## src/design/tbss_pkg.sv

```systemverilog
package tbss_pkg;

    // fixed field widths
    localparam int WORD_W          = 32;
    localparam int ROW_BLOCKS_W    = 8;
    localparam int STRIP_COUNT_W   = 7;
    localparam int CFG_DATA_W      = 8;
    localparam int CFG_INDEX_W     = 2;

    // tile geometry: 16-byte by 8-row blocks of 32-bit words
    localparam int ROW_WORDS       = 4;
    localparam int BLOCK_ROWS      = 8;
    localparam int BLOCK_WORDS     = ROW_WORDS * BLOCK_ROWS;

    // default strip width limit in blocks
    localparam int MAX_ROW_BLOCKS_DEF = 128;

    // depth of the result queue in the back
    localparam int QDEPTH          = 4;

    // register indexes
    localparam logic [CFG_INDEX_W-1:0] REG_DIRECTION   = 2'd0;
    localparam logic [CFG_INDEX_W-1:0] REG_ROW_BLOCKS  = 2'd1;
    localparam logic [CFG_INDEX_W-1:0] REG_STRIP_COUNT = 2'd2;

    // item kinds
    localparam logic KIND_DATA  = 1'b0;
    localparam logic KIND_DRAIN = 1'b1;

    // direction codes
    localparam logic DIR_SWIZZLE   = 1'b0;
    localparam logic DIR_UNSWIZZLE = 1'b1;

    // read request from front to back
    typedef struct packed {
        logic valid;
        logic last;
    } tbss_issue_t;

    // back status seen by front
    typedef struct packed {
        logic room;
    } tbss_status_t;

endpackage

```

## src/design/tbss_ifs.sv

```systemverilog
interface tbss_item_if;
    import tbss_pkg::*;

    logic              valid;
    logic              ready;
    logic              kind;
    logic [WORD_W-1:0] in_word;

    modport source (output valid, output kind, output in_word, input ready);
    modport sink   (input valid, input kind, input in_word, output ready);
endinterface


interface tbss_cfg_if;
    import tbss_pkg::*;

    logic                   valid;
    logic                   ready;
    logic [CFG_INDEX_W-1:0] index;
    logic [CFG_DATA_W-1:0]  data;

    modport source (output valid, output index, output data, input ready);
    modport sink   (input valid, input index, input data, output ready);
endinterface

```

## src/design/tbss_front.sv

```systemverilog
module tbss_front #(
    parameter int MAX_ROW_BLOCKS = tbss_pkg::MAX_ROW_BLOCKS_DEF,
    localparam int AW = $clog2(2 * MAX_ROW_BLOCKS * tbss_pkg::BLOCK_WORDS)
) (
    input  logic                        clk,
    input  logic                        rst_n,
    tbss_item_if.sink                   item,
    tbss_cfg_if.sink                    cfg,
    input  tbss_pkg::tbss_status_t      status,
    output tbss_pkg::tbss_issue_t       issue,
    output logic                        ram_we,
    output logic [AW-1:0]               ram_waddr,
    output logic [tbss_pkg::WORD_W-1:0] ram_wdata,
    output logic                        ram_re,
    output logic [AW-1:0]               ram_raddr
);
    import tbss_pkg::*;

    localparam int BANK_WORDS = MAX_ROW_BLOCKS * BLOCK_WORDS;
    localparam int PW      = $clog2(BANK_WORDS);
    localparam int SW      = $clog2(BANK_WORDS + 1);
    localparam int BW      = $clog2(MAX_ROW_BLOCKS + 1);
    localparam int ROW_SH  = $clog2(ROW_WORDS);
    localparam int BLK_SH  = $clog2(BLOCK_WORDS);
    localparam int ROWS_SH = BLK_SH - ROW_SH;
    localparam int QW      = PW - ROW_SH;
    localparam int CNW     = $clog2(QW + 1);
    localparam int AFW     = PW + ROW_SH;

    // configuration registers
    logic                     direction_reg, direction_next;
    logic [ROW_BLOCKS_W-1:0]  row_blocks_reg, row_blocks_next;
    logic [STRIP_COUNT_W-1:0] strip_count_reg, strip_count_next;

    // stream state
    logic [PW-1:0]            wp_reg, wp_next;
    logic [PW-1:0]            rp_reg, rp_next;
    logic                     wb_reg, wb_next;
    logic                     pending_reg, pending_next;
    logic [STRIP_COUNT_W-1:0] written_reg, written_next;

    // read position split into row group (q) and block column (m)
    logic [QW-1:0]            q_reg, q_next;
    logic [BW-1:0]            m_reg, m_next;

    // divider that realigns q and m after a width change
    logic                     div_busy_reg, div_busy_next;
    logic [CNW-1:0]           div_cnt_reg, div_cnt_next;
    logic [QW-1:0]            div_num_reg, div_num_next;
    logic [BW-1:0]            div_rem_reg, div_rem_next;

    logic [BW-1:0]            rb_eff;
    logic [SW-1:0]            strip_words;
    logic                     cfg_wr;
    logic                     accept;
    logic                     image_written;
    logic                     data_take;
    logic                     data_emit;
    logic                     drain_emit;
    logic [SW-1:0]            wp_inc;
    logic [SW-1:0]            rp_inc;
    logic                     wp_done;
    logic                     rp_done;
    logic [PW-1:0]            adv_rp;
    logic [QW-1:0]            adv_q;
    logic [BW-1:0]            adv_m;
    logic [BW:0]              div_trial;
    logic                     div_ge;
    logic [BW-1:0]            div_rem_step;
    logic [QW-1:0]            div_num_step;
    logic [ROWS_SH-1:0]       w_row;
    logic [PW-1:0]            bx;
    logic [PW-1:0]            t_lin;
    logic [PW-1:0]            t_til;
    logic [PW-1:0]            t_sel;
    logic [AFW-1:0]           a_full;
    logic [AFW-1:0]           a_mod;

    // effective strip width, clamped to 1..MAX_ROW_BLOCKS
    always_comb
    begin
        if (row_blocks_reg == '0)
        begin
            rb_eff = BW'(1);
        end
        else if (int'(row_blocks_reg) > MAX_ROW_BLOCKS)
        begin
            rb_eff = BW'(MAX_ROW_BLOCKS);
        end
        else
        begin
            rb_eff = BW'(row_blocks_reg);
        end
    end

    assign strip_words = SW'(rb_eff) << BLK_SH;

    // handshakes and classification
    assign cfg.ready     = 1'b1;
    assign cfg_wr        = cfg.valid && cfg.ready;
    assign item.ready    = !div_busy_reg && status.room;
    assign accept        = item.valid && item.ready;
    assign image_written = written_reg >= strip_count_reg;
    assign data_take     = accept && (item.kind == KIND_DATA) && !image_written;
    assign data_emit     = data_take && pending_reg;
    assign drain_emit    = accept && (item.kind == KIND_DRAIN) && pending_reg && image_written;

    assign wp_inc  = SW'(wp_reg) + SW'(1);
    assign rp_inc  = SW'(rp_reg) + SW'(1);
    assign wp_done = wp_inc >= strip_words;
    assign rp_done = rp_inc >= strip_words;

    // read position step, keeping the row group and column in line
    always_comb
    begin
        adv_rp = PW'(rp_inc);
        adv_q  = q_reg;
        adv_m  = m_reg;
        if (rp_inc == SW'(BANK_WORDS))
        begin
            adv_rp = '0;
            adv_q  = '0;
            adv_m  = '0;
        end
        else if (&rp_reg[ROW_SH-1:0])
        begin
            if ((m_reg + BW'(1)) >= rb_eff)
            begin
                adv_m = '0;
                adv_q = q_reg + QW'(1);
            end
            else
            begin
                adv_m = m_reg + BW'(1);
            end
        end
    end

    // one restoring division step
    assign div_trial    = {div_rem_reg, div_num_reg[QW-1]};
    assign div_ge       = div_trial >= {1'b0, rb_eff};
    assign div_rem_step = div_ge ? BW'(div_trial - {1'b0, rb_eff}) : div_trial[BW-1:0];
    assign div_num_step = {div_num_reg[QW-2:0], div_ge};

    // next state
    always_comb
    begin
        direction_next   = direction_reg;
        row_blocks_next  = row_blocks_reg;
        strip_count_next = strip_count_reg;
        wp_next          = wp_reg;
        rp_next          = rp_reg;
        wb_next          = wb_reg;
        pending_next     = pending_reg;
        written_next     = written_reg;
        q_next           = q_reg;
        m_next           = m_reg;
        div_busy_next    = div_busy_reg;
        div_cnt_next     = div_cnt_reg;
        div_num_next     = div_num_reg;
        div_rem_next     = div_rem_reg;

        // data word into the write bank
        if (data_take)
        begin
            if (data_emit)
            begin
                rp_next = adv_rp;
                q_next  = adv_q;
                m_next  = adv_m;
            end
            if (wp_done)
            begin
                wp_next      = '0;
                rp_next      = '0;
                q_next       = '0;
                m_next       = '0;
                wb_next      = !wb_reg;
                pending_next = 1'b1;
                written_next = written_reg + STRIP_COUNT_W'(1);
            end
            else
            begin
                wp_next = (wp_inc == SW'(BANK_WORDS)) ? '0 : PW'(wp_inc);
            end
        end

        // drain of the final bank
        if (drain_emit)
        begin
            if (rp_done)
            begin
                rp_next      = '0;
                q_next       = '0;
                m_next       = '0;
                pending_next = 1'b0;
                written_next = '0;
            end
            else
            begin
                rp_next = adv_rp;
                q_next  = adv_q;
                m_next  = adv_m;
            end
        end

        // divider iteration
        if (div_busy_reg)
        begin
            div_num_next = div_num_step;
            div_rem_next = div_rem_step;
            div_cnt_next = div_cnt_reg - CNW'(1);
            if (div_cnt_reg == CNW'(1))
            begin
                div_busy_next = 1'b0;
                q_next        = div_num_step;
                m_next        = div_rem_step;
            end
        end

        // register writes
        if (cfg_wr)
        begin
            unique case (cfg.index)
                REG_DIRECTION:
                begin
                    direction_next = cfg.data[0];
                end
                REG_ROW_BLOCKS:
                begin
                    row_blocks_next = cfg.data[ROW_BLOCKS_W-1:0];
                    div_busy_next   = 1'b1;
                    div_cnt_next    = CNW'(QW);
                    div_num_next    = rp_reg[PW-1:ROW_SH];
                    div_rem_next    = '0;
                end
                REG_STRIP_COUNT:
                begin
                    strip_count_next = cfg.data[STRIP_COUNT_W-1:0];
                end
                default:
                begin
                end
            endcase
        end
    end

    always_ff @(posedge clk or negedge rst_n)
    begin
        if (!rst_n)
        begin
            direction_reg   <= DIR_SWIZZLE;
            row_blocks_reg  <= ROW_BLOCKS_W'(1);
            strip_count_reg <= STRIP_COUNT_W'(1);
            wp_reg          <= '0;
            rp_reg          <= '0;
            wb_reg          <= 1'b0;
            pending_reg     <= 1'b0;
            written_reg     <= '0;
            q_reg           <= '0;
            m_reg           <= '0;
            div_busy_reg    <= 1'b0;
            div_cnt_reg     <= '0;
        end
        else
        begin
            direction_reg   <= direction_next;
            row_blocks_reg  <= row_blocks_next;
            strip_count_reg <= strip_count_next;
            wp_reg          <= wp_next;
            rp_reg          <= rp_next;
            wb_reg          <= wb_next;
            pending_reg     <= pending_next;
            written_reg     <= written_next;
            q_reg           <= q_next;
            m_reg           <= m_next;
            div_busy_reg    <= div_busy_next;
            div_cnt_reg     <= div_cnt_next;
        end
    end

    // divider datapath
    always_ff @(posedge clk)
    begin
        div_num_reg <= div_num_next;
        div_rem_reg <= div_rem_next;
    end

    // offset of the next output word in the pending bank
    assign w_row = rp_reg[BLK_SH-1:ROW_SH];
    assign bx    = rp_reg >> BLK_SH;
    assign t_lin = PW'(w_row) * PW'(rb_eff) + bx;
    assign t_til = (PW'(m_reg) << ROWS_SH) + PW'(q_reg);
    assign t_sel = (direction_reg == DIR_UNSWIZZLE) ? t_til : t_lin;
    assign a_full = {t_sel, rp_reg[ROW_SH-1:0]};
    assign a_mod  = (a_full >= AFW'(BANK_WORDS)) ? a_full - AFW'(BANK_WORDS) : a_full;

    // memory ports: write bank and the other (pending) bank
    assign ram_we    = data_take;
    assign ram_waddr = (wb_reg ? AW'(BANK_WORDS) : AW'(0)) + AW'(wp_reg);
    assign ram_wdata = item.in_word;
    assign ram_re    = data_emit || drain_emit;
    assign ram_raddr = (wb_reg ? AW'(0) : AW'(BANK_WORDS)) + AW'(PW'(a_mod));

    // request to the back
    assign issue.valid = data_emit || drain_emit;
    assign issue.last  = drain_emit && rp_done;

    a_busy_stalls: assert property (@(posedge clk) disable iff (!rst_n)
        div_busy_reg |-> !item.ready)
        else $error("item accepted while read counters realign");

    a_emit_pending: assert property (@(posedge clk) disable iff (!rst_n)
        issue.valid |-> pending_reg)
        else $error("read issued with no strip pending");

    a_last_ends_image: assert property (@(posedge clk) disable iff (!rst_n)
        (issue.valid && issue.last) |=> (!pending_reg && written_reg == '0))
        else $error("image state not cleared after final word");

    a_bank_split: assert property (@(posedge clk) disable iff (!rst_n)
        (ram_we && ram_re) |->
            ((ram_waddr >= AW'(BANK_WORDS)) != (ram_raddr >= AW'(BANK_WORDS))))
        else $error("write and read hit the same bank");

endmodule

```

## src/flat_wrapper.sv

```systemverilog
// flat-port wrapper written by rule: the top's interface ports become plain ports
module tbss_front_flat import tbss_pkg::*;
#(
    parameter int MAX_ROW_BLOCKS = tbss_pkg::MAX_ROW_BLOCKS_DEF,
    localparam int AW = $clog2(2 * MAX_ROW_BLOCKS * tbss_pkg::BLOCK_WORDS)
)
  (clk, rst_n, status, issue, ram_we, ram_waddr, ram_wdata, ram_re, ram_raddr, item_valid, item_kind, item_in_word, item_ready, cfg_valid, cfg_index, cfg_data, cfg_ready);
  tbss_item_if item_i ();
  tbss_cfg_if cfg_i ();
  input  logic clk;
  input  logic rst_n;
  input  tbss_pkg::tbss_status_t status;
  output tbss_pkg::tbss_issue_t issue;
  output logic ram_we;
  output logic [AW-1:0] ram_waddr;
  output logic [tbss_pkg::WORD_W-1:0] ram_wdata;
  output logic ram_re;
  output logic [AW-1:0] ram_raddr;
  input wire logic [$bits(item_i.valid)-1:0] item_valid;
  input wire logic [$bits(item_i.kind)-1:0] item_kind;
  input wire logic [$bits(item_i.in_word)-1:0] item_in_word;
  output wire logic [$bits(item_i.ready)-1:0] item_ready;
  input wire logic [$bits(cfg_i.valid)-1:0] cfg_valid;
  input wire logic [$bits(cfg_i.index)-1:0] cfg_index;
  input wire logic [$bits(cfg_i.data)-1:0] cfg_data;
  output wire logic [$bits(cfg_i.ready)-1:0] cfg_ready;
  assign item_i.valid = item_valid;
  assign item_i.kind = item_kind;
  assign item_i.in_word = item_in_word;
  assign item_ready = item_i.ready;
  assign cfg_i.valid = cfg_valid;
  assign cfg_i.index = cfg_index;
  assign cfg_i.data = cfg_data;
  assign cfg_ready = cfg_i.ready;
  tbss_front #(.MAX_ROW_BLOCKS(MAX_ROW_BLOCKS)) u_core (.clk(clk), .rst_n(rst_n), .item(item_i), .cfg(cfg_i), .status(status), .issue(issue), .ram_we(ram_we), .ram_waddr(ram_waddr), .ram_wdata(ram_wdata), .ram_re(ram_re), .ram_raddr(ram_raddr));
endmodule
```

## config.mk

```make
export PLATFORM = sky130hd
export DESIGN_NAME = tbss_front_flat
export DESIGN_NICKNAME = d
export VERILOG_FILES = /design/src/design/tbss_pkg.sv /design/src/design/tbss_ifs.sv /design/src/design/tbss_front.sv /design/src/flat_wrapper.sv
export SDC_FILE = /design/constraint.sdc
export NUM_CORES = 1
export LEC_CHECK = 0
export BUFFER_PORTS_ARGS = -buffer_cell sky130_fd_sc_hd__buf_2
export CAP_MARGIN = 20
export CORE_AREA = 8 8 154 156
export DETAILED_ROUTE_END_ITERATION = 7
export DIE_AREA = 0 0 162 164
export GPL_TIMING_DRIVEN = 0
export PLACE_DENSITY = 0.62
export SLEW_MARGIN = 20
export SYNTH_ARGS = -nofsm -noshare
export SYNTH_HDL_FRONTEND = slang
export SYNTH_SLANG_ARGS = --single-unit
```

## constraint.sdc

```tcl
create_clock -name clk -period 9 [get_ports clk]
set_input_delay 0 -clock clk [delete_from_list [all_inputs] [get_ports clk]]
set_output_delay 0 -clock clk [all_outputs]
set_load 0.005 [all_outputs]
```

==> results.md <==
* Synth Register Bits at 90
* Post-synthesis mux area share at between 3 and 4%
* Via density at ~5
* Pre-Repair DR Iteration Count at 6
* H-Tree Depth at 3
* Clock sink count at 90
* Synth area leaders: dfrtp_1 24%, ha_1 11%, nand2_1 5.6%, o21ai_0 5.1%, dfxtp_1 4.9%
* Post-Syn Area per Cell at about 8.5 um^2
* Adder-cell share of the synthesized area at roughly 15%
* Share of layout cells above drive strength 1 at 17.9%
* Clock skew at ~0.0077 ns
* Core Footprint at 21400 um^2
* Clk slew on worst S/H paths at around 0.07 ns
* Largest family of logic cells by synthesized area: simple AND/OR/NAND/NOR gates
* Worst Setup SP: u_core.row_blocks_reg[6]$_DFFE_PN0P_
* RSZ-0062 raised after global routing: no
* Die Y at approximately 160 um
* Diodes inserted at 0
* Sw frac at approximately 41%
* Die X-Extent at 162 um
* Internal Power at about 1.2 mW
* Gpl congestion at about 0.86
* Worst VDD drop at 0.000102 V
* Max clock buf depth at 2
* Number of flops mapped to enable cells by yosys at 0
* Arr. time, crit path at a little over 5 ns
* Setup tns final at 0 ns
* Antenna-violating nets left at 0
* Syn-to-layout area delta at 16.3%
* Status: finished clean
* Post-Synth Simple-Gate Area at ~20%
* CTS buffer count at 9
* Mapped cell area at between 7000 and 8000 um^2
* Asr flop ratio synth at around four fifths
* Final setup fails at 0
* Tcrit/Tclk final at a little under three fifths
* Initial antenna violation count at 0
* Top-area cell type share of the netlist area at 23.9%
* CP Class: reg2out
* Overall fraction of global-route tracks in use at approximately 15%
* IO Port Bufs at between 70 and 80
* Most common cell after layout, fill and taps aside: nand2_1
* Leakage at between 4 and 5 nW
* Post-detail-place hpwl at around 16 mm
* XOR/XNOR Fraction of Synth Area at 6.09%
* Initial Util at ~34%
* Compound-cell area share of the yosys netlist at 16.6%
* Relative slew slack at just over 50%
* Final Hold Viols at 0
* DIE AREA at ~27000 um^2
* PwrDens at ~240 nW/um^2
* Cell Rows at 54
* Design area at 8530 um^2
* Least-Margin Pin Slew at around 0.73 ns
* CTS tree: yes
* Worst-path maximum fanout at 7
* Final net count at between 1000 and 1500
* CP Capture Type: primary output
* Vias at roughly 6400
* Largest net degree at the start of global routing at 53
* Yosys warning count at 0
* Iter 0 DRT Violations at ~440
* First-pass GRT wire length at about 32 mm
* CP required at 9.00 ns
* Clk Latency, worst-skew pair at approximately 0.35 ns
* Post-synth net total at around 990
* Synth Instances at 858
* Fin. max-slew vios at 0
* Cell taking the most area after synthesis: dfrtp_1
* CP startpoint kind: register
* Worst Reg-to-Reg Cells at 13
* # DRC at 0
* P_sw at roughly 840 uW
* Period minus WS final at ~5.0 ns
* Prevailing post-synth register cell: dfrtp_1
* Highest clock rate at just under 200 MHz
* Commonest cells after routing, fill and taps aside: 109 x nand2_1, 80 x buf_2, 75 x o21ai_0
* Maxcap violations at 0
* Drt total wl at 19.8 mm
* IO Count at 112
* Wire length per cell at approximately 16 um
* FF-to-FF Start: u_core.rp_reg[1]$_DFFE_PN0P_
* Hold Crit Class: in2async
* Post-Place Cell Area at between 8000 and 9000 um^2
* Combinational power share at about 50%
* GR Overflow Total at 0
* Seq pwr share at between 30% and 40%
* Seq/Total Area, Yosys at 29.5%
* Vias in the first global route at around 6000
* Root buf cell: clkbuf_16
* Netlist cell types at 75
* Clk network pwr share at around 20%
## final cells by class
type                       count  area (um^2)
fill                        2182        12800
multi-input combinational    637         4500
sequential                    90         2160
timing repair buffer          90          531
buffer                        66          424
tap                          280          350
clock buffer                  13          272
inverter                      65          246
clock inverter                 3         43.8
## routing by layer
metal  track usage, %  share of wire [%]  wire [um]  up-vias
li1                 -                  -          -     3162
met1             20.5                 49       9630     3008
met2             23.1                 44       8730      179
met3             2.76                5.9       1170       10
met4             4.63                1.2        228        0
met5                0                  0          0        -
## worst max-delay path, stage by stage (launching register included)
cell and delay [ns]:
dfrtp_1 0.44, nor4_1 0.31, a21oi_1 0.10, nor2_1 0.55
nand2_1 0.18, fa_1 0.57, inv_1 0.05, fa_1 0.53
inv_1 0.07, fa_1 0.46, nor2b_1 0.11, o21ai_0 0.09
a21boi_0 0.28, o21ai_0 0.18, a211oi_1 0.27, o21ai_0 0.12
a31o_2 0.24, buf_2 0.12
## power by group through the flow
stage | clock network, mW | registers (mW) | logic (mW)
floorplan | 0 | 0.601 | 0.754
global placement | 0 | 0.640 | 0.981
detailed placement | 0 | 0.641 | 0.999
CTS | 0.416 | 0.634 | 1.01
global route | 0.434 | 0.653 | 1.14
finish | 0.407 | 0.637 | 1.01
## cells by family (layout without fill, tap and decap cells)
| logic type | after synthesis | count (layout) |
|---|---|---|
| buffers and inverters | 131 | 237 |
| adders and majority gates | 80 | 80 |
| muxes | 27 | 27 |
| DFF | 90 | 90 |
| xor gates and xnor gates | 51 | 51 |
| other | 1 | 1 |
| and+or+nand+nor | 291 | 291 |
| AOI/OAI and AO/OA | 187 | 187 |
## repair_timing
action                                 CTS  global route
hold buffers                            11             0
setup buffers                            0             0
gates resized for setup                  0             0
endpoints found under the hold margin   86             0
## cell usage after synthesis, drive strengths merged (12+ instances only)
cell	instances
nand2	111
o21ai	76
dfrtp	70
ha	66
inv	65
buf	47
nor2	41
a21oi	31
xnor2	28
nand3	26
xor2	23
and2	19
clkbuf	19
dfxtp	18
nand4	16
and3	15
mux2i	15
nor2b	15
fa	14
mux2	12
## final timing paths
path / endpoint / slack (ns)
max: ram_raddr[11] / 3.96
min: u_core.row_blocks_reg[5]$_DFFE_PN0P_ / 0.09
max reg2reg: u_core.q_reg[3]$_DFF_PN0_ / 5.04
min reg2reg: u_core.row_blocks_reg[0]$_DFFE_PN1P_ / 0.46
max in group asynchronous: u_core.strip_count_reg[0]$_DFFE_PN1P_ / 8.29
min in group clk: ram_wdata[26] / 0.17
## metrics by stage
step | cells | utilization [%] | setup WS (ns) | hold WS (ns) | power (mW)
after detailed placement | 1217 | 38.0 | 4.32 | -0.0757 | 1.64
after floorplan | 858 | - | 5.23 | -0.296 | 1.35
after global routing | 1244 | 40.0 | 3.67 | 0.114 | 2.22
final | 1244 | 40.0 | 3.96 | 0.0945 | 2.05
after global placement | 1216 | 37.8 | 4.38 | 0.170 | 1.62
after CTS | 1244 | 40.0 | 3.93 | 0.100 | 2.06
Note: power is estimated with default switching activity, not from simulation.
