**src/design/tbss_pkg.sv**
```systemverilog
package tbss_pkg;

    // fixed field widths
    localparam int WORD_W          = 32;
    localparam int ROW_BLOCKS_W    = 8;
    localparam int STRIP_COUNT_W   = 7;
    localparam int CFG_DATA_W      = 8;
    localparam int CFG_INDEX_W     = 2;

    // tile geometry: 16-byte by 8-row blocks of 32-bit words
    localparam int ROW_WORDS       = 4;
    localparam int BLOCK_ROWS      = 8;
    localparam int BLOCK_WORDS     = ROW_WORDS * BLOCK_ROWS;

    // default strip width limit in blocks
    localparam int MAX_ROW_BLOCKS_DEF = 128;

    // depth of the result queue in the back
    localparam int QDEPTH          = 4;

    // register indexes
    localparam logic [CFG_INDEX_W-1:0] REG_DIRECTION   = 2'd0;
    localparam logic [CFG_INDEX_W-1:0] REG_ROW_BLOCKS  = 2'd1;
    localparam logic [CFG_INDEX_W-1:0] REG_STRIP_COUNT = 2'd2;

    // item kinds
    localparam logic KIND_DATA  = 1'b0;
    localparam logic KIND_DRAIN = 1'b1;

    // direction codes
    localparam logic DIR_SWIZZLE   = 1'b0;
    localparam logic DIR_UNSWIZZLE = 1'b1;

    // read request from front to back
    typedef struct packed {
        logic valid;
        logic last;
    } tbss_issue_t;

    // back status seen by front
    typedef struct packed {
        logic room;
    } tbss_status_t;

endpackage

```
**src/design/tbss_ifs.sv**
```systemverilog


interface tbss_result_if;
    import tbss_pkg::*;

    logic              valid;
    logic              ready;
    logic [WORD_W-1:0] out_word;
    logic              last_of_image;

    modport source (output valid, output out_word, output last_of_image, input ready);
    modport sink   (input valid, input out_word, input last_of_image, output ready);
endinterface


```
**src/design/tbss_back.sv**
```systemverilog
module tbss_back (
    input  logic                        clk,
    input  logic                        rst_n,
    input  tbss_pkg::tbss_issue_t       issue,
    input  logic [tbss_pkg::WORD_W-1:0] ram_rdata,
    output tbss_pkg::tbss_status_t      status,
    tbss_result_if.source               result
);
    import tbss_pkg::*;

    localparam int QPW = $clog2(QDEPTH);
    localparam int CW  = $clog2(QDEPTH + 1);

    logic              pend_valid_reg;
    logic              pend_last_reg;
    logic [WORD_W-1:0] q_word_reg [QDEPTH];
    logic              q_last_reg [QDEPTH];
    logic [QPW-1:0]    wr_ptr_reg, wr_ptr_next;
    logic [QPW-1:0]    rd_ptr_reg, rd_ptr_next;
    logic [CW-1:0]     count_reg, count_next;
    logic [CW-1:0]     used_reg, used_next;
    logic              push;
    logic              pop;

    // memory data lands in the cycle after the read request
    assign push = pend_valid_reg;
    assign pop  = result.valid && result.ready;

    // queue pointers, fill count and credit count (queue plus read in flight)
    always_comb
    begin
        wr_ptr_next = wr_ptr_reg;
        rd_ptr_next = rd_ptr_reg;
        if (push)
        begin
            wr_ptr_next = (wr_ptr_reg == QPW'(QDEPTH - 1)) ? '0 : wr_ptr_reg + QPW'(1);
        end
        if (pop)
        begin
            rd_ptr_next = (rd_ptr_reg == QPW'(QDEPTH - 1)) ? '0 : rd_ptr_reg + QPW'(1);
        end
        count_next = count_reg + CW'(push) - CW'(pop);
        used_next  = used_reg + CW'(issue.valid) - CW'(pop);
    end

    always_ff @(posedge clk or negedge rst_n)
    begin
        if (!rst_n)
        begin
            pend_valid_reg <= 1'b0;
            wr_ptr_reg     <= '0;
            rd_ptr_reg     <= '0;
            count_reg      <= '0;
            used_reg       <= '0;
        end
        else
        begin
            pend_valid_reg <= issue.valid;
            wr_ptr_reg     <= wr_ptr_next;
            rd_ptr_reg     <= rd_ptr_next;
            count_reg      <= count_next;
            used_reg       <= used_next;
        end
    end

    // queue storage
    always_ff @(posedge clk)
    begin
        pend_last_reg <= issue.last;
        if (push)
        begin
            q_word_reg[wr_ptr_reg] <= ram_rdata;
            q_last_reg[wr_ptr_reg] <= pend_last_reg;
        end
    end

    assign status.room          = used_reg < CW'(QDEPTH);
    assign result.valid         = count_reg != '0;
    assign result.out_word      = q_word_reg[rd_ptr_reg];
    assign result.last_of_image = q_last_reg[rd_ptr_reg];

    a_credit_bound: assert property (@(posedge clk) disable iff (!rst_n)
        used_reg <= CW'(QDEPTH))
        else $error("more requests outstanding than queue entries");

    a_no_overflow: assert property (@(posedge clk) disable iff (!rst_n)
        push |-> (count_reg < CW'(QDEPTH)))
        else $error("memory data arrived at a full queue");

    a_count_in_credit: assert property (@(posedge clk) disable iff (!rst_n)
        (count_reg + CW'(pend_valid_reg)) <= used_reg)
        else $error("queue fill exceeds credit count");

endmodule

```
**src/flat_wrapper.sv**
```systemverilog
// flat-port wrapper written by rule: the top's interface ports become plain ports
module tbss_back_flat import tbss_pkg::*;
  (clk, rst_n, issue, ram_rdata, status, result_valid, result_out_word, result_last_of_image, result_ready);
  tbss_result_if result_i ();
  input  logic clk;
  input  logic rst_n;
  input  tbss_pkg::tbss_issue_t issue;
  input  logic [tbss_pkg::WORD_W-1:0] ram_rdata;
  output tbss_pkg::tbss_status_t status;
  output wire logic [$bits(result_i.valid)-1:0] result_valid;
  output wire logic [$bits(result_i.out_word)-1:0] result_out_word;
  output wire logic [$bits(result_i.last_of_image)-1:0] result_last_of_image;
  input wire logic [$bits(result_i.ready)-1:0] result_ready;
  assign result_valid = result_i.valid;
  assign result_out_word = result_i.out_word;
  assign result_last_of_image = result_i.last_of_image;
  assign result_i.ready = result_ready;
  tbss_back u_core (.clk(clk), .rst_n(rst_n), .issue(issue), .ram_rdata(ram_rdata), .status(status), .result(result_i));
endmodule
```
**config.mk**
```make
export PLATFORM = sky130hd
export DESIGN_NAME = tbss_back_flat
export DESIGN_NICKNAME = d
export VERILOG_FILES = /design/src/design/tbss_pkg.sv /design/src/design/tbss_ifs.sv /design/src/design/tbss_back.sv /design/src/flat_wrapper.sv
export SDC_FILE = /design/constraint.sdc
export NUM_CORES = 1
export LEC_CHECK = 0
export BUFFER_PORTS_ARGS = -buffer_cell sky130_fd_sc_hd__clkbuf_2
export CAP_MARGIN = 0
export CORE_UTILIZATION = 30
export DETAILED_ROUTE_END_ITERATION = 8
export GPL_TIMING_DRIVEN = 0
export PLACE_DENSITY = 0.55
export SKIP_CTS_REPAIR_TIMING = 1
export SLEW_MARGIN = 10
export SYNTH_ARGS = -nofsm -noshare
export SYNTH_HDL_FRONTEND = slang
export SYNTH_SLANG_ARGS = --single-unit
```
**constraint.sdc**
```tcl
create_clock -name clk -period 6.5 [get_ports clk]
set_clock_uncertainty 0.05 [all_clocks]
set_input_delay 0.65 -clock clk [delete_from_list [all_inputs] [get_ports clk]]
set_output_delay 0.65 -clock clk [all_outputs]
set_load 0.01 [all_outputs]
```
==> results by group, run 1 <==
Status
  • Status: completed

Clock tree
  • Clk_lat worst skew: just over 0.4 ns
  • CTS root buf: clkbuf_16
  • CTS Buf Count: 17
  • CTS tree: built
  • H-tree lvl count: 4
  • Clock slew at reported path FFs: around 0.060 ns
  • Largest buffer count on any clock path: 2
  • Clock sinks: 144

Floorplan
  • Die Span X: roughly 140 um
  • I/O Pins: 72
  • Die height: roughly 140 um
  • Starting density of the core: 31.1%
  • Row count: 48
  • Core footprint: approximately 17000 um2
  • DIE AREA: 18700 um2

STA
  • Least-Margin Pin Slew: about 0.53 ns
  • Slew Viols, Final: 0
  • WHS: 0.0573 ns
  • Tcrit/Tclk final: between 30% and 40%
  • Fmax: roughly 400 MHz
  • Final min period: between 2 and 2.5 ns
  • Hold Fails Final Rpt: 0
  • Final setup viols: 0
  • Slew headroom: between 60% and 70%
  • Setup_tns: 0 ns
  • RSZ-0062 raised after global routing: no

Logic synthesis
  • Cell area after synthesis: 5430 um2
  • Post-synthesis cell type count: 20
  • Most common cell in the netlist: edfxtp_1
  • Share of the synthesized area in the top cell type: between 70% and 80%
  • EDFF count, synth: about 130
  • Seq cells post-synth: 144
  • Async set-or-reset flop fraction in the synthesized netlist: under 10%
  • Register area share after synthesis: around 78%
  • Ys Warns: 0
  • Gate Count Post-Synth: roughly 230
  • Synth Flop Type: edfxtp_1
  • Top post-synthesis cells by area: edfxtp_1 73%, mux4_2 12%, dfrtp_1 5.1%
  • Syn nets: about 270
  • Post-Syn Area per Cell: ~24 um2
  • Synth cell count leaders: 132 x edfxtp_1, 28 x mux4_2, 12 x inv_1
  • Cell type with the largest total area after synthesis: edfxtp_1

Worst hold path
  • Hold WC Path Type: primary input to async pin

Final layout
  • FILL cells: about 1600
  • Nets: 367
  • Non-filler cells, final: ~560
  • Post-layout util: 38.5%
  • Layout cells sized above 1: between 40 and 50%
  • Area grow syn2layout: 23.8%
  • N_diodes: 0
  • Max FFs per register: 128

Setup path
  • Crit Reg-Reg Endpoint: u_core.count_reg[2]
  • CP Class: register to output pin
  • Worst Setup End Kind: output pin
  • Crit path to: result_out_word[11]
  • Worst path required time: 5.80 ns
  • Critical path startpoint category: register
  • Arr. time, crit path: around 1.8 ns
  • Worst Reg2Reg Path Length in Cells: 8
  • Crit path from: u_core.rd_ptr_reg[0]
  • R2R Setup Slk: ~4.1 ns
  • Critical path peak fanout: 10
  • R2R Path Start: u_core.count_reg[1]

Route
  • DRC Markers: 0
  • Detail Route Antenna Nets: 0
  • Vias/cell: ~4.4
  • Routed len/inst: 16.8 um
  • First DRT Iteration DRCs: between 100 and 150
  • Drt first pass iters: 4
  • Routed WL: a little over 9000 um
  • Via Count: 2443

Global routing
  • First-pass GRT wire length: 14200 um
  • Grt total ovfl: 0
  • Vias in the first global route: 2613
  • Total GRT Usage: 11.0%
  • Antenna violations before repair: 0
  • Largest net degree at the start of global routing: 19

Job
  • MaxCap Viol Count: 0

Placement
  • Gpl congestion: 0.617
  • Detailed Place HPWL: a little over 6000 um
  • Cells after DPL: between 500 and 600
  • Count of input and output buffers: 71

Power and ir drop
  • Power density cells: approximately 450 nW/um2
  • Power, Total: between 3000 and 4000 uW
  • Worst vdd ir: 194 uV
  • Lkg Pwr: 0.00242 uW
==> cells by family after synthesis <==
kind of cell               after synthesis  synth area share [%]
and+or+nand+nor                          8                 0.875
adders and majority gates               11                  2.81
xor gates and xnor gates                 4                 0.645
DFF                                    144                  78.4
buffers and inverters                   20                  2.51
muxes                                   35                  14.4
AOI/OAI and AO/OA                        3                 0.322
==> power by group <==
part           leakage (uW)  total, uW  switching [uW]  internal [uW]
sequential          0.00135       1240            43.5           1200
clock              0.000265        887             330            557
combinational      0.000804        888             448            440
total               0.00242       3010             821           2190
==> cell usage in the layout (no fill, tap or decap), drive strengths merged, types with 2 or more instances in the layout <==
cell / Yosys / routed
buf: 8 / 12
ha: 9 / 9
o21ai: 2 / 2
clkinv: 0 / 7
edfxtp: 132 / 132
mux4: 33 / 33
bufinv: 0 / 2
xnor2: 4 / 4
inv: 12 / 12
mux2: 2 / 2
and2: 4 / 4
dfrtp: 11 / 11
clkbuf: 0 / 94
fa: 2 / 2
==> layer usage <==
metal  part of all wire, %  wire length [um]  up-vias  global-route usage (%)
met5                     0                 0        -                       0
met4                   1.8               172        0                    5.56
li1                      -                 -     1113                       -
met1                    42              3890     1261                    12.4
met2                    51              4740       55                    18.1
met3                   5.8               538       14                    4.11
==> metrics by stage <==
stage	area (um2)	worst slack, ns
floorplan	5430	4.36
global placement	6070	3.95
detailed placement	6180	4.06
CTS	6720	3.91
global route	6720	3.88
finish	6720	4.00
==> critical path: stages (launching register included) <==
cell and delay, ns:
dfrtp_1 0.36, buf_6 0.18, buf_12 0.17, mux4_2 0.52, clkbuf_2 0.15
==> worst min-delay path by stage <==
stage / endpoint / slack (ns) / cells after the start
2_1_floorplan: u_core.count_reg[0] / 0.30 / 0
3_3_place_gp: u_core.q_last_reg[1] / 0.41 / 0
3_5_place_dp: u_core.q_last_reg[0] / 0.45 / 0
4_1_cts: u_core.count_reg[0] / 0.05 / 1
5_1_grt: u_core.used_reg[0] / 0.07 / 1
6_report: u_core.count_reg[2] / 0.06 / 1
==> area by class of cell <==
| type | count | area, um2 | area share (%) |
|---|---|---|---|
| sequential | 144 | 4260 | 63.3 |
| multi-input combinational | 61 | 1040 | 15.5 |
| timing repair buffer | 75 | 465 | 6.92 |
| clock buffer | 23 | 448 | 6.66 |
| tap | 225 | 282 | 4.19 |
| clock inverter | 9 | 91.3 | 1.36 |
| buffer | 8 | 91.3 | 1.36 |
| inverter | 12 | 45.0 | 0.670 |
Note: power is estimated with default switching activity, not from simulation.
==> inputs of run 2 (changes only) <==
- ABC_AREA: unset -> 1
- PLACE_DENSITY: 0.55 -> 0.56
- clock period: 6.5 -> 2.19 ns (I/O delays scaled with it)
==> run 2 against run 1 <==
Critical path depth is 7 higher; flip-flop and latch count stayed put; synthesized cell count is 100% higher; sequential share of layout area is 9.0 points lower; non-clock buffer count is 54 higher; design area is 17% higher; critical path type is now register to register; largest cell class unchanged.
==> results by group, run 2 <==
Status
  • Status: completed (unchanged)

STA
  • Least-Margin Pin Slew: 0.852 ns (was 0.535 ns)
  • Tcrit/Tclk final: a little over nine tenths
  • Hold Fails Final Rpt: 0 (unchanged)
  • WHS: 0.0326 ns (was 0.0573 ns)
  • Final min period: roughly 2.1 ns
  • Fmax: between 400 and 500 MHz
  • Slew Viols, Final: 0 (unchanged)
  • Final setup viols: 0 (unchanged)
  • Post-route setup slack: 0.122 ns (was 4.00 ns)
  • Setup_tns: 0 ns (unchanged)
  • RSZ-0062 raised after global routing: no (unchanged)
  • Slew headroom: 43.1% (was 64.3%)

Clock tree
  • Clock sinks: 144 (unchanged)
  • H-tree lvl count: 4 (unchanged)
  • CTS tree: built (unchanged)
  • Clk_lat worst skew: 0.42 ns (was 0.41 ns)
  • CTS Buf Count: 17 (unchanged)
  • Largest buffer count on any clock path: 2 (unchanged)
  • CTS root buf: clkbuf_16 (unchanged)
  • Clock slew at reported path FFs: 0.06 ns (about the same)

Power and ir drop
  • Int Power: 6860 uW (was 2190 uW)
  • Sw power: 3580 uW (was 821 uW)
  • Sw Ratio: 34.3% (was 27.2%)
  • Worst vdd ir: 681 uV (was 194 uV)
  • Combinational share of power: 37.2% (was 29.4%)
  • Sequential share of power: 36.3% (was 41.1%)
  • Clk pwr share: 26.5% (was 29.4%)
  • Lkg Pwr: 0.00325 uW (was 0.00242 uW)
  • Power density cells: 1330 nW/um2 (was 448 nW/um2)

Global routing
  • Vias in the first global route: 3699 (was 2613)
  • Grt total ovfl: 0 (unchanged)
  • First-pass GRT wire length: 20200 um (was 14200 um)
  • Antenna violations before repair: 0 (unchanged)
  • Largest net degree at the start of global routing: 34 (was 19)
  • Total GRT Usage: 12.9% (was 11.0%)

Route
  • Vias/cell: 4.28 (was 4.39)
  • First DRT Iteration DRCs: 195 (was 103)
  • Via Count: 3704 (was 2443)
  • Drt first pass iters: 4 (unchanged)
  • Detail Route Antenna Nets: 0 (unchanged)
  • DRC Markers: 0 (unchanged)
  • Routed len/inst: 15.3 um (was 16.8 um)
  • Routed WL: 13200 um (was 9340 um)

Logic synthesis
  • Async set-or-reset flop fraction in the synthesized netlist: 7.64% (unchanged)
  • Gate Count Post-Synth: 455 (was 225)
  • Most common cell in the netlist: edfxtp_1 (unchanged)
  • Cell area after synthesis: 6130 um2 (was 5430 um2)
  • Synth cell count leaders: 132 x edfxtp_1, 96 x nand2_1, 81 x inv_1 (was 132 x edfxtp_1, 28 x mux4_2, 12 x inv_1)
  • Post-Syn Area per Cell: 13.5 um2 (was 24.1 um2)
  • Post-synthesis cell type count: 21 (was 20)
  • Top post-synthesis cells by area: edfxtp_1 65%, o211ai_2 6.7%, nand2_1 5.9% (was edfxtp_1 73%, mux4_2 12%, dfrtp_1 5.1%)
  • Share of the synthesized area in the top cell type: 64.7% (was 73.0%)
  • Synth Flop Type: edfxtp_1 (unchanged)
  • Ys Warns: 0 (unchanged)
  • EDFF count, synth: 132 (unchanged)
  • Syn nets: 503 (was 273)
  • Cell type with the largest total area after synthesis: edfxtp_1 (unchanged)
  • Register area share after synthesis: 69.5% (was 78.4%)
  • Seq cells post-synth: 144 (unchanged)

Final layout
  • Most common cell after layout, fill and taps aside: edfxtp_1 (unchanged)
  • Non-Filler Cell Area, Final: 7840 um2 (was 6720 um2)
  • Area grow syn2layout: 28.0% (was 23.8%)
  • Post-layout util: 39.8% (was 38.5%)
  • Layout cells sized above 1: 31.1% (was 42.5%)
  • N_diodes: 0 (unchanged)
  • Max FFs per register: 128 (unchanged)
  • Most frequent cells in the layout: 132 x edfxtp_1, 94 x nand2_1, 78 x inv_1 (was 132 x edfxtp_1, 71 x clkbuf_2, 28 x mux4_2)
  • Nets: 636 (was 367)

Placement
  • Gpl congestion: 0.722 (was 0.617)
  • Count of input and output buffers: 71 (unchanged)
  • Detailed Place HPWL: 8380 um (was 6180 um)
  • Pre-CTS setup slack: 0.0368 ns (was 4.06 ns)
  • DP Area: 6870 um2 (was 6180 um2)

Setup path
  • Worst Setup End Kind: register (was output pin)
  • Arr. time, crit path: 2.33 ns (was 1.80 ns)
  • Crit path from: u_core.count_reg[1] (was u_core.rd_ptr_reg[0])
  • Critical path peak fanout: 4 (was 10)
  • CP Class: register to register (was register to output pin)
  • R2R Setup Slk: 0.12 ns (was 4.08 ns)
  • Worst path required time: 2.45 ns (was 5.80 ns)
  • Critical path startpoint category: register (unchanged)
  • R2R Path Start: u_core.count_reg[1] (unchanged)

Floorplan
  • Die height: 145 um (was 137 um)
  • Core footprint: 19700 um2 (was 17500 um2)
  • DIE AREA: 21000 um2 (was 18700 um2)
  • Die Span X: 145 um (was 137 um)
  • I/O Pins: 72 (unchanged)
  • Row count: 51 (was 48)
  • Starting density of the core: 31.1% (about the same)

Worst hold path
  • Worst hold start: result_ready
  • Hold WC Path Type: primary input to register (was primary input to async pin)

Job
  • MaxCap Viol Count: 0 (unchanged)
## run 2: cell types whose count changed after synthesis, moves of 3 or more
cell	before	now
nand2_1	1	96
inv_1	12	81
o211ai_1	0	33
o211ai_2	0	33
mux4_2	28	0
nand2_2	0	20
buf_6	1	10
buf_2	4	11
mux4_1	5	0
and2_1	4	0
buf_12	3	0
inv_2	0	3
## run 2: cell type report
| class | count | area (um2) |
|---|---|---|
| Clock inverter | 10 | 118 |
| Buffer | 23 | 186 |
| Inverter | 84 | 315 |
| Fill cell | 1828 | 11900 |
| Timing Repair Buffer | 114 | 803 |
| Multi-Input combinational cell | 204 | 1390 |
| Clock buffer | 22 | 444 |
| Tap cell | 265 | 332 |
| Sequential cell | 144 | 4260 |
## run 2: worst max-delay path: stages (launching register included)
cell     delay (ns)
dfrtp_1        0.41
nor2_2         0.10
nand2_2        0.10
nand2_2        0.09
inv_1          0.06
ha_1           0.28
inv_1          0.04
ha_1           0.19
fa_2           0.38
xor2_1         0.17
nand2_1        0.06
nand2_1        0.04
## run 2: logic make-up after synthesis
family / Yosys count / synth area share [%]
compound gates: 69 / 11.0
xor+xnor: 4 / 0.572
buf+inv: 107 / 8.19
flops: 144 / 69.5
simple gates: 120 / 8.21
fa+ha+maj: 11 / 2.49
## run 2: final timing paths
check | end | depth (start not counted)
worst max-delay path | u_core.used_reg[2] | 11
max in group asynchronous | u_core.wr_ptr_reg[1] | 2
worst min-delay path | u_core.rd_ptr_reg[1] | 3
worst min register to register | u_core.used_reg[2] | 2
worst max register to register | u_core.used_reg[2] | 11
min in group asynchronous | u_core.count_reg[2] | 2
## run 2: power groups by stage
stage / combinational [uW] / sequential [uW] / clock [uW]
floorplan: 2470 / 3800 / 0
global placement: 3690 / 3830 / 0
detailed placement: 3830 / 3840 / 0
CTS: 3840 / 3790 / 2820
global route: 4310 / 3830 / 2940
finish: 3880 / 3790 / 2770
## run 2: per-stage QoR
step                power, uW  std cells
detailed placement       7670        794
global placement         7520        791
CTS                     10500        826
global route            11100        866
floorplan                6270        455
finish                  10400        866
## run 2: routing by layer
layer  GRT usage [%]  wire length, um
met1            15.5             5690
met2            21.9             6870
met3            4.47              576
met4            3.51               73
met5               0                0
==> inputs of run 3 (changes only) <==
- HOLD_SLACK_MARGIN: unset -> 0.12
==> run 3 against run 2 <==
Non-clock buffer count up 1; fmax about the same; clock power about the same; first-iteration DRC count down 2.6%; worst setup slack worse by 0.0017 ns; utilization up 0.051 points; sequential share of layout area down 0.069 points; wire length down 0.51%; combinational power about the same; largest cell class unchanged.
==> results by group, run 3 (same netlist as run 2, synthesis figures left out) <==
Status
  • Status: completed (unchanged)

Clock tree
  • Clock slew at reported path FFs: 0.06 ns (about the same)
  • Clk_lat worst skew: 0.42 ns (about the same)
  • CTS root buf: clkbuf_16 (unchanged)
  • Clock sinks: 144 (unchanged)
  • CTS Buf Count: 17 (unchanged)
  • H-tree lvl count: 4 (unchanged)
  • CTS tree: built (unchanged)
  • Largest buffer count on any clock path: 2 (unchanged)

Setup path
  • CP Class: register to register (unchanged)
  • R2R Path Start: u_core.count_reg[1] (unchanged)
  • R2R Setup Slk: 0.12 ns (about the same)
  • Crit Reg-Reg Endpoint: u_core.used_reg[2] (unchanged)
  • Critical path startpoint category: register (unchanged)
  • Largest stage delay, worst path: 0.41 ns (about the same)
  • CP Cell Sequence: nor2_2 > nand2_2 > nand2_2 > inv_1 > ha_1 > inv_1 > ha_1 > fa_2 > xor2_1 > nand2_1 > nand2_1 (unchanged)
  • Crit path to: u_core.used_reg[2] (unchanged)
  • Crit path from: u_core.count_reg[1] (unchanged)
  • Worst Reg2Reg Path Length in Cells: 11 (unchanged)
  • Arr. time, crit path: 2.33 ns (about the same)
  • CP max-delay cell: dfrtp_1 (unchanged)
  • Worst path required time: 2.45 ns (about the same)
  • Worst Setup End Kind: register (unchanged)
  • Critical path peak fanout: 4 (unchanged)

STA
  • Slew headroom: 43.2% (was 43.1%)
  • Hold Fails Final Rpt: 0 (unchanged)
  • Tcrit/Tclk final: 94.5% (was 94.4%)
  • Final setup viols: 0 (unchanged)
  • Fmax: 483 MHz (was 484 MHz)
  • Final min period: 2.07 ns (about the same)
  • Least-Margin Pin Slew: 0.850 ns (was 0.852 ns)
  • Slew Viols, Final: 0 (unchanged)
  • RSZ-0062 raised after global routing: no (unchanged)
  • WHS: 0.173 ns (was 0.0326 ns)

Floorplan
  • Row count: 51 (unchanged)
  • Core footprint: 19700 um2 (unchanged)
  • DIE AREA: 21000 um2 (unchanged)
  • I/O Pins: 72 (unchanged)
  • Die Span X: 145 um (unchanged)
  • Die height: 145 um (unchanged)
  • Starting density of the core: 31.1% (unchanged)

Placement
  • Gpl congestion: 0.722 (unchanged)
  • Count of input and output buffers: 71 (unchanged)
  • Detailed Place HPWL: 8380 um (unchanged)
  • DP Area: 6870 um2 (unchanged)

Worst hold path
  • Hold WC Path Type: primary input to async pin (was primary input to register)

Global routing
  • Largest net degree at the start of global routing: 34 (unchanged)
  • Grt total ovfl: 0 (unchanged)
  • Total GRT Usage: 12.9% (unchanged)
  • First-pass GRT wire length: 20200 um (unchanged)
  • Antenna violations before repair: 0 (unchanged)
  • Vias in the first global route: 3699 (unchanged)

Job
  • MaxCap Viol Count: 0 (unchanged)

Final layout
  • Most common cell after layout, fill and taps aside: edfxtp_1 (unchanged)
  • Nets: 637 (was 636)
  • Max FFs per register: 128 (unchanged)
  • Area grow syn2layout: 28.2% (was 28.0%)
  • N_diodes: 0 (unchanged)
  • Most frequent cells in the layout: 132 x edfxtp_1, 94 x nand2_1, 78 x inv_1 (unchanged)
  • Layout cells sized above 1: 31.1% (about the same)
  • Non-Filler Cell Area, Final: 7850 um2 (was 7840 um2)

Route
  • Routed WL: 13100 um (was 13200 um)
  • Detail Route Antenna Nets: 0 (unchanged)
  • Via Count: 3707 (was 3704)
  • DRC Markers: 0 (unchanged)
  • Drt first pass iters: 4 (unchanged)
  • Routed len/inst: 15.2 um (was 15.3 um)
  • First DRT Iteration DRCs: 190 (was 195)
  • Vias/cell: 4.28 (about the same)

Power and ir drop
  • Power density cells: 1330 nW/um2 (about the same)
  • Lkg Pwr: 0.00326 uW (was 0.00325 uW)
  • Worst vdd ir: 685 uV (was 681 uV)
  • Power, Total: 10400 uW (about the same)
[run 3: cell count changes in the layout (fill, tap and decap cells not counted)]
cell	delta
dlygate4sd3_1	+1
[run 3: final cells by class]
| class | instances | area (um2) |
|---|---|---|
| clock inverter | 10 | 118 |
| tap | 265 | 332 |
| fill | 1827 | 11900 |
| inverter | 84 | 315 |
| sequential | 144 | 4260 |
| buffer | 23 | 186 |
| timing repair buffer | 115 | 813 |
| multi-input combinational | 204 | 1390 |
| clock buffer | 22 | 444 |
[run 3: stage by stage]
step           setup TNS (ns)  setup slack, ns  std cells  util (%)
2_1_floorplan               0            0.134        455         -
3_3_place_gp           -16.04           -0.177        791      34.6
3_5_place_dp                0           0.0368        794      34.9
4_1_cts                     0          0.00583        826      37.7
5_1_grt                     0          0.00290        867      39.8
6_report                    0            0.121        867      39.8
[run 3: worst min path at each step]
stage	startpoint	to	slack (ns)
floorplan	rst_n	u_core.count_reg[0]	-0.13
global placement	rst_n	u_core.used_reg[2]	0.05
detailed placement	rst_n	u_core.used_reg[2]	0.07
CTS	rst_n	u_core.count_reg[2]	-0.38
global route	rst_n	u_core.count_reg[2]	0.18
finish	rst_n	u_core.count_reg[2]	0.17
[run 3: routing by layer]
layer | routed length (um) | up-vias | track usage (%) | part of all wire, %
met3 | 520 | 10 | 4.47 | 4.0
li1 | - | 1818 | - | -
met1 | 5730 | 1809 | 15.5 | 44
met2 | 6790 | 70 | 21.9 | 52
met5 | 0 | - | 0 | 0
met4 | 96 | 0 | 3.51 | 0.73
[run 3: power by group]
part	leakage, uW	switching, uW	internal, uW	total [uW]
combinational	0.00163	2380	1490	3880
sequential	0.00135	188	3600	3790
clock	0.000271	1000	1760	2760
[run 3: critical path, delay by kind of cell, from the launching register on]
kind / cells / cell delay [ns]
xor+xnor: 1 / 0.17
buf+inv: 2 / 0.10
simple gates: 5 / 0.39
flops: 1 / 0.41
fa+ha+maj: 3 / 0.85
